**src/rtl/core/atpd_pkg.sv**
```systemverilog
// Package for the adaptive threshold presence detector.
// Holds the word types, the op and band codes and the threshold table.
// No dependencies.
package atpd_pkg;

  localparam int SAMPLE_BITS = 12;

  localparam logic OP_PULSE = 1'b0;
  localparam logic OP_TICK  = 1'b1;

  // ambient band codes; BAND_KEEP leaves the previous threshold in force
  localparam logic [2:0] BAND_KEEP = 3'd0;
  localparam logic [2:0] BAND_1000 = 3'd1;
  localparam logic [2:0] BAND_1200 = 3'd2;
  localparam logic [2:0] BAND_1400 = 3'd3;
  localparam logic [2:0] BAND_1600 = 3'd4;
  localparam logic [2:0] BAND_1800 = 3'd5;
  localparam logic [2:0] BAND_2000 = 3'd6;
  localparam logic [2:0] BAND_2500 = 3'd7;

  localparam logic [SAMPLE_BITS-1:0] THRESHOLD_RESET = 12'd100;

  localparam logic [15:0] HOLD_TICKS_RESET    = 16'd3000;
  localparam logic [3:0]  CONFIRM_COUNT_RESET = 4'd2;
  localparam logic [12:0] INVALID_LIMIT_RESET = 13'd4095;

  // register indexes on the configuration port
  localparam logic [1:0] REG_HOLD_TICKS    = 2'd0;
  localparam logic [1:0] REG_CONFIRM_COUNT = 2'd1;
  localparam logic [1:0] REG_INVALID_LIMIT = 2'd2;

  typedef struct packed {
    logic                   op;
    logic [SAMPLE_BITS-1:0] signal_sample;
    logic [SAMPLE_BITS-1:0] ambient_sample;
  } atpd_in_t;

  typedef struct packed {
    logic                   detect_out;
    logic [SAMPLE_BITS-1:0] threshold;
    logic                   hit;
  } atpd_out_t;

  // classified word as it sits in the queue
  typedef struct packed {
    logic                   op;
    logic [SAMPLE_BITS-1:0] signal_sample;
    logic [2:0]             band;
  } atpd_entry_t;

  typedef struct packed {
    logic [15:0] hold_ticks;
    logic [3:0]  confirm_count;
    logic [12:0] invalid_limit;
  } atpd_cfg_t;

  typedef struct packed {
    logic        valid;
    atpd_entry_t entry;
  } atpd_q_out_t;

  function automatic logic [2:0] band_of(input logic [SAMPLE_BITS-1:0] amb);
    logic [2:0] band;
    band = BAND_KEEP;
    if (amb >= 12'd3500 && amb < 12'd4095)      band = BAND_2500;
    else if (amb >= 12'd3200 && amb < 12'd3500) band = BAND_2000;
    else if (amb >= 12'd3000 && amb < 12'd3200) band = BAND_1800;
    else if (amb >= 12'd2700 && amb < 12'd3000) band = BAND_1600;
    else if (amb >= 12'd2500 && amb < 12'd2700) band = BAND_1400;
    else if (amb >= 12'd2200 && amb < 12'd2500) band = BAND_1200;
    else if (amb >= 12'd2000 && amb < 12'd2200) band = BAND_1000;
    return band;
  endfunction

  function automatic logic [SAMPLE_BITS-1:0] band_threshold(
    input logic [2:0]             band,
    input logic [SAMPLE_BITS-1:0] prev
  );
    logic [SAMPLE_BITS-1:0] thr;
    case (band)
      BAND_1000: thr = 12'd1000;
      BAND_1200: thr = 12'd1200;
      BAND_1400: thr = 12'd1400;
      BAND_1600: thr = 12'd1600;
      BAND_1800: thr = 12'd1800;
      BAND_2000: thr = 12'd2000;
      BAND_2500: thr = 12'd2500;
      default:   thr = prev;
    endcase
    return thr;
  endfunction

endpackage

```
**src/rtl/core/atpd_front.sv**
```systemverilog
// Front end: takes input words and classifies the ambient sample into a band.
// Depends on atpd_pkg.
module atpd_front
  import atpd_pkg::*;
(
  input  logic        in_valid,
  input  atpd_in_t    in_data,
  input  logic        q_full,
  output logic        in_stall,
  output logic        push,
  output atpd_entry_t push_entry
);

  assign in_stall = q_full;
  assign push     = in_valid & ~q_full;

  always_comb begin
    push_entry.op            = in_data.op;
    push_entry.signal_sample = in_data.signal_sample;
    // band only matters for pulses
    push_entry.band = (in_data.op == OP_PULSE) ? band_of(in_data.ambient_sample) : BAND_KEEP;
  end

endmodule

```
**src/rtl/core/atpd_queue.sv**
```systemverilog
// Short FIFO of classified words between front and back end.
// Depends on atpd_pkg.
module atpd_queue
  import atpd_pkg::*;
#(
  parameter int DEPTH = 2
) (
  input  logic        clk,
  input  logic        rst_n,
  input  logic        push,
  input  atpd_entry_t push_entry,
  input  logic        pop,
  output logic        full,
  output atpd_q_out_t q_out
);

  localparam int PTR_W = (DEPTH > 1) ? $clog2(DEPTH) : 1;
  localparam int CNT_W = $clog2(DEPTH + 1);

  atpd_entry_t mem_r [DEPTH];
  logic [PTR_W-1:0] wr_ptr_r, wr_ptr_nxt;
  logic [PTR_W-1:0] rd_ptr_r, rd_ptr_nxt;
  logic [CNT_W-1:0] count_r, count_nxt;

  function automatic logic [PTR_W-1:0] ptr_inc(input logic [PTR_W-1:0] p);
    return (p == PTR_W'(DEPTH - 1)) ? '0 : p + PTR_W'(1);
  endfunction

  assign full        = (count_r == CNT_W'(DEPTH));
  assign q_out.valid = (count_r != '0);
  assign q_out.entry = mem_r[rd_ptr_r];

  always_comb begin
    wr_ptr_nxt = push ? ptr_inc(wr_ptr_r) : wr_ptr_r;
    rd_ptr_nxt = pop ? ptr_inc(rd_ptr_r) : rd_ptr_r;
    count_nxt  = count_r;
    if (push && !pop) count_nxt = count_r + CNT_W'(1);
    else if (!push && pop) count_nxt = count_r - CNT_W'(1);
  end

  always_ff @(posedge clk) begin
    if (!rst_n) begin
      wr_ptr_r <= '0;
      rd_ptr_r <= '0;
      count_r  <= '0;
    end else begin
      wr_ptr_r <= wr_ptr_nxt;
      rd_ptr_r <= rd_ptr_nxt;
      count_r  <= count_nxt;
    end
  end

  always_ff @(posedge clk) begin
    if (push) mem_r[wr_ptr_r] <= push_entry;
  end

  a_no_push_full: assert property (@(posedge clk) disable iff (!rst_n)
    !(push && full)) else $error("queue written while full");
  a_no_pop_empty: assert property (@(posedge clk) disable iff (!rst_n)
    !(pop && !q_out.valid)) else $error("queue read while empty");
  a_count_range: assert property (@(posedge clk) disable iff (!rst_n)
    count_r <= CNT_W'(DEPTH)) else $error("queue count out of range");

endmodule

```
**src/rtl/core/atpd_back.sv**
```systemverilog
// Back end: threshold, hit test, confirm and hold counters, output register.
// Depends on atpd_pkg.
module atpd_back
  import atpd_pkg::*;
(
  input  logic        clk,
  input  logic        rst_n,
  input  atpd_cfg_t   cfg,
  input  atpd_q_out_t q_out,
  output logic        pop,
  output logic        out_valid,
  input  logic        out_stall,
  output atpd_out_t   out_data
);

  logic                   active_r, active_nxt;
  logic [3:0]             hit_count_r, hit_count_nxt;
  logic [SAMPLE_BITS-1:0] thr_r, thr_nxt;
  logic [15:0]            hold_r, hold_nxt;
  logic                   level_r, level_nxt;
  logic                   out_valid_r, out_valid_nxt;
  atpd_out_t              out_data_r, out_data_nxt;

  logic [SAMPLE_BITS-1:0] thr_sel;
  logic                   hit;
  atpd_entry_t            e;

  assign e   = q_out.entry;
  assign pop = q_out.valid & (~out_valid_r | ~out_stall);

  always_comb begin
    active_nxt    = active_r;
    hit_count_nxt = hit_count_r;
    thr_nxt       = thr_r;
    hold_nxt      = hold_r;
    level_nxt     = level_r;
    hit           = 1'b0;
    thr_sel       = band_threshold(e.band, thr_r);
    if (pop) begin
      if (e.op == OP_PULSE) begin
        thr_nxt = thr_sel;
        hit = (e.signal_sample >= thr_sel) &&
              (({1'b0, e.signal_sample} + 13'd1) < cfg.invalid_limit);
        if (hit) begin
          if (!active_r) begin
            if (({1'b0, hit_count_r} + 5'd1) >= {1'b0, cfg.confirm_count}) begin
              hold_nxt      = '0;
              level_nxt     = 1'b1;
              active_nxt    = 1'b1;
              hit_count_nxt = '0;
            end else begin
              hit_count_nxt = hit_count_r + 4'd1;
            end
          end else begin
            hold_nxt = '0;
          end
        end
      end else begin
        if (({1'b0, hold_r} + 17'd1) >= {1'b0, cfg.hold_ticks}) begin
          hold_nxt   = '0;
          level_nxt  = 1'b0;
          active_nxt = 1'b0;
        end else begin
          hold_nxt = hold_r + 16'd1;
        end
      end
    end
    out_valid_nxt           = pop | (out_valid_r & out_stall);
    out_data_nxt            = out_data_r;
    if (pop) begin
      out_data_nxt.detect_out = level_nxt;
      out_data_nxt.threshold  = thr_nxt;
      out_data_nxt.hit        = hit;
    end
  end

  always_ff @(posedge clk) begin
    if (!rst_n) begin
      active_r    <= 1'b0;
      hit_count_r <= '0;
      thr_r       <= THRESHOLD_RESET;
      hold_r      <= '0;
      level_r     <= 1'b1;
      out_valid_r <= 1'b0;
    end else begin
      active_r    <= active_nxt;
      hit_count_r <= hit_count_nxt;
      thr_r       <= thr_nxt;
      hold_r      <= hold_nxt;
      level_r     <= level_nxt;
      out_valid_r <= out_valid_nxt;
    end
  end

  always_ff @(posedge clk) begin
    out_data_r <= out_data_nxt;
  end

  assign out_valid = out_valid_r;
  assign out_data  = out_data_r;

  a_active_level: assert property (@(posedge clk) disable iff (!rst_n)
    active_r |-> level_r) else $error("active mode with output released");
  a_active_count: assert property (@(posedge clk) disable iff (!rst_n)
    active_r |-> (hit_count_r == '0)) else $error("hit count kept in active mode");
  a_enter_hold: assert property (@(posedge clk) disable iff (!rst_n)
    $rose(active_r) |-> (hold_r == '0)) else $error("hold counter not cleared on entry");
  a_hold_out: assert property (@(posedge clk) disable iff (!rst_n)
    (out_valid_r && out_stall) |=> (out_valid_r && $stable(out_data_r)))
    else $error("stalled result lost");

endmodule

```
**src/rtl/core/adaptive_threshold_presence_detector_top.sv**
```systemverilog
// Top level of the adaptive threshold presence detector.
// Depends on atpd_pkg, atpd_front, atpd_queue and atpd_back.
// A word accepted is written into the queue and then taken into the output
//   register. Throughput: one word per cycle while out_stall is low.
// The queue (QUEUE_DEPTH words) lets front and back stall separately.
// Reset (rst_n low, synchronous): queue empty, no result pending, registers at
//   hold 3000, confirm 2, limit 4095; threshold 100, idle, detect level high.
module adaptive_threshold_presence_detector_top
  import atpd_pkg::*;
#(
  parameter int QUEUE_DEPTH = 2
) (
  input  logic        clk,
  input  logic        rst_n,
  // input channel
  input  logic        in_valid,
  output logic        in_stall,
  input  atpd_in_t    in_data,
  // result channel
  output logic        out_valid,
  input  logic        out_stall,
  output atpd_out_t   out_data,
  // configuration port
  input  logic        psel,
  input  logic        penable,
  input  logic        pwrite,
  input  logic [3:0]  paddr,
  input  logic [31:0] pwdata,
  output logic [31:0] prdata,
  output logic        pready
);

  // ---------------------------------------------------------------
  // configuration registers; word index from the byte address
  // ---------------------------------------------------------------
  atpd_cfg_t  cfg_r, cfg_nxt;
  logic       cfg_wr;
  logic [1:0] reg_idx;

  assign pready  = 1'b1;
  assign reg_idx = paddr[3:2];
  assign cfg_wr  = psel & penable & pwrite & pready;

  always_comb begin
    cfg_nxt = cfg_r;
    if (cfg_wr) begin
      case (reg_idx)
        REG_HOLD_TICKS:    cfg_nxt.hold_ticks    = pwdata[15:0];
        REG_CONFIRM_COUNT: cfg_nxt.confirm_count = pwdata[3:0];
        REG_INVALID_LIMIT: cfg_nxt.invalid_limit = pwdata[12:0];
        default:           cfg_nxt = cfg_r;  // unmapped, ignored
      endcase
    end
  end

  always_comb begin
    case (reg_idx)
      REG_HOLD_TICKS:    prdata = {16'd0, cfg_r.hold_ticks};
      REG_CONFIRM_COUNT: prdata = {28'd0, cfg_r.confirm_count};
      REG_INVALID_LIMIT: prdata = {19'd0, cfg_r.invalid_limit};
      default:           prdata = '0;
    endcase
  end

  always_ff @(posedge clk) begin
    if (!rst_n) begin
      cfg_r.hold_ticks    <= HOLD_TICKS_RESET;
      cfg_r.confirm_count <= CONFIRM_COUNT_RESET;
      cfg_r.invalid_limit <= INVALID_LIMIT_RESET;
    end else begin
      cfg_r <= cfg_nxt;
    end
  end

  // ---------------------------------------------------------------
  // front end -> queue -> back end
  // ---------------------------------------------------------------
  logic        push;
  logic        q_full;
  logic        pop;
  atpd_entry_t push_entry;
  atpd_q_out_t q_out;

  // front: classify ambient into a band, push into the queue
  atpd_front u_front (
    .in_valid   (in_valid),
    .in_data    (in_data),
    .q_full     (q_full),
    .in_stall   (in_stall),
    .push       (push),
    .push_entry (push_entry)
  );

  atpd_queue #(
    .DEPTH (QUEUE_DEPTH)
  ) u_queue (
    .clk        (clk),
    .rst_n      (rst_n),
    .push       (push),
    .push_entry (push_entry),
    .pop        (pop),
    .full       (q_full),
    .q_out      (q_out)
  );

  // back: detector state and the registered result word
  atpd_back u_back (
    .clk       (clk),
    .rst_n     (rst_n),
    .cfg       (cfg_r),
    .q_out     (q_out),
    .pop       (pop),
    .out_valid (out_valid),
    .out_stall (out_stall),
    .out_data  (out_data)
  );

endmodule
```
**config.mk**
```make
export PLATFORM = sky130hd
export DESIGN_NAME = adaptive_threshold_presence_detector_top
export DESIGN_NICKNAME = d
export VERILOG_FILES = /design/src/rtl/core/atpd_pkg.sv /design/src/rtl/core/atpd_front.sv /design/src/rtl/core/atpd_queue.sv /design/src/rtl/core/atpd_back.sv /design/src/rtl/core/adaptive_threshold_presence_detector_top.sv
export SDC_FILE = /design/constraint.sdc
export NUM_CORES = 1
export LEC_CHECK = 0
export BUFFER_PORTS_ARGS = -buffer_cell sky130_fd_sc_hd__buf_2
export CAP_MARGIN = 0
export CELL_PAD_IN_SITES_DETAIL_PLACEMENT = 1
export CELL_PAD_IN_SITES_GLOBAL_PLACEMENT = 1
export CORE_AREA = 2 2 124 126
export CTS_BUF_LIST = sky130_fd_sc_hd__clkbuf_8
export DETAILED_ROUTE_END_ITERATION = 10
export DIE_AREA = 0 0 126 128
export PLACE_DENSITY = 0.95
export SYNTH_ARGS = -nofsm -noshare
export SYNTH_HDL_FRONTEND = slang
export SYNTH_HIERARCHICAL = 1
export SYNTH_SLANG_ARGS = --single-unit
```
**constraint.sdc**
```tcl
create_clock -name clk -period 5.6 [get_ports clk]
set_input_delay 0.28 -clock clk [delete_from_list [all_inputs] [get_ports clk]]
set_output_delay 0.28 -clock clk [all_outputs]
set_load 0.05 [all_outputs]
```
# == Word level (Yosys, flattened, before mapping) ==
# Memory sizes are Yosys's and may differ from the RTL's. A register that Yosys moved wholly into a read port is not among the register bits.
# Index checks and enable logic that the tools add are counted.
# word_totals
output_inout_bits,49
memories,1
input_bits,68
ram_bits,32
wordCells,126
ff_bits,86
# mem_list
name,words,word_bits,rd,rd_clocked_by_memory_dff,write_ports,line,text
u_queue.mem_r,2,16,1,1,1,atpd_queue.sv:20,atpd_entry_t mem_r [DEPTH];
# op_classes
n_mux,37
n_eq_ne,11
add_sub_neg,9
n_reduce_logical,23
magnitude_cmp,18
bitwise,12
# ops
op,n
"12-bit < comparator, second input constant",7
12-bit case mux with 7 select lines,1
16-bit two-way mux,5
"12-bit >= comparator, second input constant",6
16-bit case mux with 3 select lines,1
12-bit two-way mux,2
3-bit two-way mux,7
1-bit two-way mux,18
"16-bit by 1-bit adder with 17-bit output, second input constant",1
17-bit by 16-bit >= comparator with 1-bit output,1
"16-bit by 1-bit adder with 16-bit output, second input constant",1
"12-bit by 1-bit adder with 13-bit output, second input constant",1
13-bit < comparator,1
"3-bit == test, second input constant",4
"12-bit by 11-bit >= comparator with 1-bit output, second input constant",1
12-bit >= comparator,1
1-bit logical AND,10
"3-bit by 2-bit == test with 1-bit output, second input constant",2
2-bit AND reduction,3
3-bit AND reduction,2
2-bit nonzero test,3
"4-bit by 1-bit adder with 5-bit output, second input constant",1
1-bit bitwise AND,5
5-bit by 4-bit >= comparator with 1-bit output,1
16 further kinds,25

# == Logic depth before layout (Yosys ltp) ==
# Gate-level depths: netlist (run 1).
# depth
ltp_word,10
depth_mapped,16
depth_no_buf,13

# == By module ==
# Netlist (run 1), hierarchy kept.
# by_module_without_submodules
mod,seq_area_each_um2,n_inst,area_each_um2,cells_each
atpd_back,1121.1,1,3616.0,416
adaptive_threshold_presence_detector_top,660.6,1,1717.9,201
atpd_queue,1061.0,1,1375.1,72
atpd_front,0.0,1,367.9,56

# == Worst setup path before layout (run 1) ==
# No wires, ideal clock.
# synth_path
path_kind,register to register
start,reg with a tool-made name
end,reg u_back.hold_r[13]
arrival_time_ns,3.376
slack_ns,2.102
path_stages_with_launch,14
setup_ns,0.122
path_buffers,3
period_less_slack_ns,3.498
cell_sequence,dfxtp_1 buf_2 buf_4 mux2_2 and3_1 and3_1 and3_1 ha_1 and4_1 a221oi_1 o2111ai_1 o211a_2 buf_1 a221o_1
# synth_lines
item,line,text
"end signal, assigned",atpd_back.sv:89,hold_r <= hold_nxt;
"end, declared",atpd_back.sv:19,"logic [15:0] hold_r, hold_nxt;"

==> impl_metrics.yaml, run 1 <==
clock_network:
  cts_setup_buffers: 0
  cts_buffers: 17
  clock_path_buffers: 2
  cts_tree: "built"
  clk_pin_slew_ns: 0.07
  cts_root_buf: "clkbuf_8"
  cts.sinks: 119
  clk_latency_ns: 0.45
  h-tree-depth: 4
global_route:
  grt_usage_pct: 24.38
  busiest_layer: "met2"
  grt_pass1_wl_microns: 31120
  antenna_found_initial: 0
  met3_usage_pct: 5.259
  grt_max_degree: 66
  use_met2_pct: 42.73
  grt.met1_usage_pct: 27.59
  grt_overflow: 0
  grt_pass1_vias: 6171
drt:
  drc_errors: 0
  viasPerCell: 5.816
  antenna_left: 0
  wl_microns: 19210
  wl_per_cell_microns: 19.08
  dr.pass1.iters: 5
  drt_iter0_drc: 290
  dr_total_vias: 5857
setup_path:
  start_kind: "flip-flop"
  critical_path.max_stage_delay_ns: 0.77
  critPathCaptureType: "flip-flop"
  critPathTopFamily: "simple AND/OR/NAND/NOR gates"
  crit_type: "reg -> reg"
  arrival_ns: 4.72
  crit_path_max_fanout: 16
  critPathSlowestCell: "dfxtp_1"
  crit_buf_inv: 0
  cp.required_ns: 5.97
  path_cells: "mux2_2 > ha_1 > nand2_1 > nor2_1 > nand3_1 > xnor2_1 > ha_1 > a21oi_1 > o21ai_1 > a221oi_1 > nand3_1 > or4b_1 > a21oi_1"
placement:
  portBuffers: 81
  place_congestion: 0.8745
  hpwl_microns: 13920
  place_ws_ns: 1.405
floorplanning:
  die_w_microns: 126
  num_rows: 45
  start_util_pct: 47.61
  ios: 117
  die_y_microns: 128
  coreArea_sq_mm: 0.01486
  fp.dieArea_sq_mm: 0.01613
logic_synthesis:
  ys_types: 74
  async_flop_share_pct: 0
  synth_cells: 745
  synth_seq_cells: 119
  ys_warn_count: 6
  ys_seq_area_share_pct: 40.17
  ys.flop_type: "dfxtp_1"
  syn_avg_cell_area_sq_um: 9.499
  synth_edf_count: 46
  syn_area_sq_mm: 0.007077
cells_and_area:
  fin_util_pct: 52.28
  fillers: 1751
  multiInputGateArea_sq_mm: 0.003704
  final_layout_size_suffix_gt1_share_pct: 17.70
  seq_area_sq_mm: 0.002843
  fin_nets: 923
  diodes: 0
  areaGrowthSynthToFinish_pct: 9.813
sta:
  rsz0062_at_grt: "no"
  period_minus_slack_ns: 4.355
  finalCritPeriodShare_pct: 77.76
  relSlewSlack_pct: 48.12
  max_freq_mhz: 229.6
  finalSetupTns_ns: 0
  drv_slew: 0
  finalClockSkew_ns: 0.01127
  fin_ws_ns: 1.245
  setup_viol: 0
  finalHoldViolations: 0
  worstMarginPinSlew_ns: 0.7782
run_status:
  status: "finished, final reports clean"
job:
  max-cap-violations: 0
pwr:
  leakage_nw: 3.454
  peakVddDrop_mv: 0.1489
  power_density_mw_per_mm2: 371.7
min_path:
  worstHoldPathType: "in -> reg"
-- final timing paths --
path          startpoint  cells past startpoint               endpoint  slack (ns)
min reg2reg    cfg_r[32]                      2              cfg_r[32]        0.49
max            flip-flop                     13  u_back/hit_count_r[1]        1.25
min          in_data[15]                      1    u_queue/mem_r[1][6]        0.02
max reg2reg    flip-flop                     13  u_back/hit_count_r[1]        1.25
-- final cells by class --
type / instances / share of cell area [%]
sequential: 119 / 36.58
multi-input combinational: 527 / 47.66
inverter: 53 / 2.560
timing repair buffer: 89 / 6.118
clock buffer: 17 / 3.011
tap: 188 / 3.027
clock inverter: 14 / 1.047
-- metal layers --
metal	wire (microns)	part of all wire, %
met4	818	4.3
met2	9781	51
met5	0	0
met3	786	4.1
met1	7824	41
-- stage by stage --
step	cell area (sq um)	hold slack, ns	instances	power (mW)
finish	7771	0.02345	1007	2.889
global route	7771	0.008834	1007	3.049
CTS	7771	0.0005130	1007	2.895
detailed placement	7416	0.4731	972	2.223
global placement	7416	0.4560	972	2.140
floorplan	7133	0.3975	760	1.944
-- placed cells by master, fill, tap and decap left out, types with 10 or more instances in the layout --
cell type | Yosys | routed
buf_2 | 7 | 81
dfxtp_1 | 73 | 73
nand2_1 | 63 | 63
inv_1 | 52 | 57
ha_1 | 48 | 48
nor2_1 | 47 | 47
edfxtp_1 | 46 | 46
a21oi_1 | 31 | 31
mux2i_1 | 30 | 30
o21ai_0 | 28 | 28
mux2_2 | 21 | 21
nor2b_1 | 20 | 20
and2_1 | 20 | 20
conb_1 | 2 | 17
clkbuf_8 | 0 | 17
nand3_1 | 17 | 17
xnor2_1 | 17 | 17
o211ai_1 | 16 | 16
nand2b_1 | 12 | 12
xor2_1 | 12 | 12
and3_1 | 11 | 11
nor3_1 | 10 | 10
-- logic make-up after synthesis --
group,share of synthesized area (%)
AND/OR/NAND/NOR,18.37
AO/OA/AOI/OAI,13.35
flip-flops,40.17
buffers and inverters,8.345
multiplexers,7.585
adder cells (fa/ha/maj),8.487
XOR/XNOR,3.589
other,0.1061
-- power by group --
group	internal (mW)	switching, mW
registers	1.05	0.0731
logic	0.360	0.745
clock network	0.327	0.330
-- repair_timing --
item,CTS,global route
endpoints found under the hold margin,8,0
hold buffers,4,0
gates resized for setup,0,0
-- worst reg2reg max path, cell delays in order (launching register included) --
cell and delay [ns]:
dfxtp_1 0.77, mux2_2 0.35, ha_1 0.23, nand2_1 0.08, nor2_1 0.28, nand3_1 0.14
xnor2_1 0.15, ha_1 0.33, a21oi_1 0.20, o21ai_1 0.11, a221oi_1 0.61, nand3_1 0.33
or4b_1 0.57, a21oi_1 0.14
-- cells in the mapped netlist (5+ instances only) --
master / n / share of area (%)
buf_2: 7 / 0.49
nand3b_1: 5 / 0.53
nor3_1: 10 / 0.71
nor2b_1: 20 / 1.8
xnor2_1: 17 / 2.1
ha_1: 48 / 8.5
clkbuf_1: 15 / 0.80
nand4_1: 9 / 0.80
nor2_1: 47 / 2.5
and2_1: 20 / 1.8
edfxtp_1: 46 / 20
mux2_2: 21 / 3.3
o211ai_1: 16 / 1.7
nand3_1: 17 / 1.2
nand2_1: 63 / 3.3
a21oi_1: 31 / 2.2
a221o_1: 9 / 1.3
inv_1: 52 / 2.8
and3_1: 11 / 0.97
a22o_1: 8 / 0.99
buf_4: 33 / 3.5
xor2_1: 12 / 1.5
a21o_1: 5 / 0.53
o21ai_0: 28 / 2.0
mux2i_1: 30 / 4.2
nand2b_1: 12 / 1.1
dfxtp_1: 73 / 21
-- sequential cells by signal, indices dropped and copies added (netlist names), named ones only --
signal and cells:
cfg_r 33, u_queue/mem_r 32, u_back/hold_r 16, u_back/out_data 14, u_back/thr_r 12, u_back/hit_count_r 4
u_queue/count_r 2, u_back/active_r 1, u_back/level_r 1, u_back/out_valid 1, u_queue/rd_ptr_r 1, u_queue/wr_ptr_r 1
Note: power is estimated with default switching activity, not from simulation.
==> run 2, diff against run 1 <==
--- a/config.mk
+++ b/config.mk
@@ -9,11 +9,11 @@
 export CAP_MARGIN = 0
 export CELL_PAD_IN_SITES_DETAIL_PLACEMENT = 1
 export CELL_PAD_IN_SITES_GLOBAL_PLACEMENT = 1
-export CORE_AREA = 2 2 124 126
+export CORE_AREA = 2 2 135 137
 export CTS_BUF_LIST = sky130_fd_sc_hd__clkbuf_8
 export DETAILED_ROUTE_END_ITERATION = 10
-export DIE_AREA = 0 0 126 128
-export PLACE_DENSITY = 0.95
+export DIE_AREA = 0 0 137 139
+export PLACE_DENSITY = 0.89
 export SYNTH_ARGS = -nofsm -noshare
 export SYNTH_HDL_FRONTEND = slang
 export SYNTH_HIERARCHICAL = 1
==> constraint.sdc (replaced) <==
create_clock -name clk -period 3.8 [get_ports clk]
set_input_delay 0.19 -clock clk [delete_from_list [all_inputs] [get_ports clk]]
set_output_delay 0.19 -clock clk [all_outputs]
set_load 0.05 [all_outputs]
==> run 2 against run 1 <==
  * Clock power is 91% higher
  * Die area is 18% higher
  * Maximum frequency increased by 21%
  * Critical path depth stayed put
  * Largest cell class unchanged
  * Count of clock-buffer cells in the layout stayed put
  * First-iteration DRC count grew 0.69%
  * Sequential power is 45% higher
  * Critical endpoint is now u_back/hold_r[4]
==> impl_metrics.yaml, run 2 (synthesis gave the netlist of run 1 again) <==
setup_path:
  critPathTopFamily: "compound AO/OA/AOI/OAI gates"
  crit_path_max_fanout: 16
  arrival_ns: 3.94
  start_kind: "flip-flop"
  crit_type: "reg -> reg"
  crit_buf_inv: 2
  timing.rr.end: "u_back/hold_r[4]"
  critical_path.max_stage_delay_ns: 0.43
  critPathCaptureType: "flip-flop"
  critPathSlowestCell: "dfxtp_1"
  ff2ff_path_depth: 13
  cp.required_ns: 4.13
  path_cells: "buf_4 > mux2_2 > and3_1 > and3_1 > nand2_1 > xnor2_1 > ha_1 > and4_1 > a221oi_1 > buf_4 > o2111ai_1 > o211a_2 > a221o_1"
  reg2reg_setup_slack_ns: 0.20
floorplanning:
  num_rows: 49
  die_y_microns: 139
  fp.dieArea_sq_mm: 0.01904
  ios: 117
  coreArea_sq_mm: 0.01766
  start_util_pct: 40.08
  die_w_microns: 137
sta:
  finalSetupTns_ns: 0
  relSlewSlack_pct: 51.85
  drv_slew: 0
  finalHoldViolations: 0
  finalClockSkew_ns: 0.01086
  finalCritPeriodShare_pct: 94.74
  worstMarginPinSlew_ns: 0.7200
  max_freq_mhz: 277.8
  rsz0062_at_grt: "no"
  setup_viol: 0
  period_minus_slack_ns: 3.600
clock_network:
  clock_path_buffers: 2
  h-tree-depth: 4
  cts_buffers: 17
  clk_pin_slew_ns: 0.07
  cts_setup_buffers: 0
  cts.sinks: 119
  clk_latency_ns: 0.45
  cts_tree: "built"
  cts_root_buf: "clkbuf_8"
cells_and_area:
  layout_common_cells: "81 x buf_2, 73 x dfxtp_1, 63 x nand2_1"
  stdcell_count: 1075
  final_common_cell: "buf_2"
  areaGrowthSynthToFinish_pct: 15.49
  final_layout_size_suffix_gt1_share_pct: 19.50
  fin_nets: 950
  largest_registers: "cfg_r (33), u_queue/mem_r (32), u_back/hold_r (16)"
  design_area_sq_mm: 0.008173
  top_register: "cfg_r"
  largest_reg_flops: 33
  diodes: 0
global_route:
  grt_overflow: 0
  antenna_found_initial: 0
  grt_usage_pct: 20.42
  grt_pass1_wl_microns: 30450
  grt_pass1_vias: 6155
  grt_max_degree: 65
placement:
  hpwl_microns: 13610
  placed_cells: 1023
  postPlaceCellArea_sq_mm: 0.007542
  place_congestion: 0.8094
  portBuffers: 81
run_status:
  status: "finished, final reports clean"
drt:
  dr.pass1.iters: 4
  viasPerCell: 5.418
  wl_microns: 18950
  wl_per_cell_microns: 17.62
  drc_errors: 0
  drt_iter0_drc: 292
  antenna_left: 0
  dr_total_vias: 5824
min_path:
  whs_endpoint: "cfg_r[2]"
  min_from: "pwdata[2]"
  worstHoldPathType: "in -> reg"
  min_delay_path_depth: 3
pwr:
  power_density_mw_per_mm2: 558.1
  peakVddDrop_mv: 0.2709
  leakage_nw: 3.605
job:
  max-cap-violations: 0
-- run 2: changes by cell type in the layout (fill, tap and decap cells not counted), sizes merged --
cell         change
buf             +10
clkinvlp         +2
dlygate4sd3     +17
inv              -3
bufinv           +3
clkinv           -2
-- run 2: worst reg2reg max path: cells and delay by family, from the launching register on --
family,cells,cell delay (ns)
flops,1,0.43
compound gates,4,1.14
simple gates,4,0.76
mux,1,0.39
fa+ha+maj,1,0.28
xor+xnor,1,0.12
buf+inv,2,0.37
-- run 2: stage by stage --
step,worst slack [ns],hold WS (ns),util [%],power [mW]
after CTS,0.1451,0.007809,46.27,4.579
after floorplan,0.3018,0.3075,-,2.864
final,0.1999,0.03435,46.29,4.561
after global routing,0.01314,0.01669,46.29,4.817
after detailed placement,0.2931,0.3853,42.72,3.294
after global placement,0.3640,0.3789,42.72,3.208
-- run 2: power by group --
group	internal, mW	switching [mW]	total, mW
logic	0.577	1.09	1.67
registers	1.55	0.0880	1.64
clock network	0.705	0.550	1.26
-- run 2: worst max path at each step --
stage	startpoint	to	slack, ns	cells after the start
detailed placement	flip-flop	u_back/hold_r[2]	0.29	13
finish	flip-flop	u_back/hold_r[4]	0.20	13
global placement	flip-flop	u_back/hold_r[13]	0.36	13
floorplan	flip-flop	u_back/hold_r[13]	0.30	13
CTS	flip-flop	u_back/hold_r[4]	0.15	14
global route	flip-flop	u_back/hold_r[2]	0.01	14
-- run 2: layer usage --
| metal | track usage [%] | routed length, microns | vias up | share of wire [%] |
|---|---|---|---|---|
| li1 | - | - | 2778 | - |
| met1 | 23.88 | 8158 | 2888 | 43 |
| met2 | 36.82 | 9842 | 139 | 52 |
| met3 | 4.751 | 648 | 19 | 3.4 |
| met4 | 5.643 | 297 | 0 | 1.6 |
| met5 | 0 | 0 | - | 0 |
-- run 2: final cells by class --
class | count | area (sq um)
fillers | 2046 | 9484
multi-input cells | 527 | 3706
clock buffers | 17 | 234.0
repair buffers | 116 | 720.7
inverters | 53 | 198.9
flip-flops and latches | 119 | 2843
clock inverters | 14 | 183.9
well taps | 229 | 286.5
-- run 2: repair_timing --
action / 4_1_cts / 5_1_grt
hold buffers: 21 / 0
endpoints found under the setup margin: 0 / 12
resized for setup: 0 / 1
hold endpoints to repair: 35 / 0
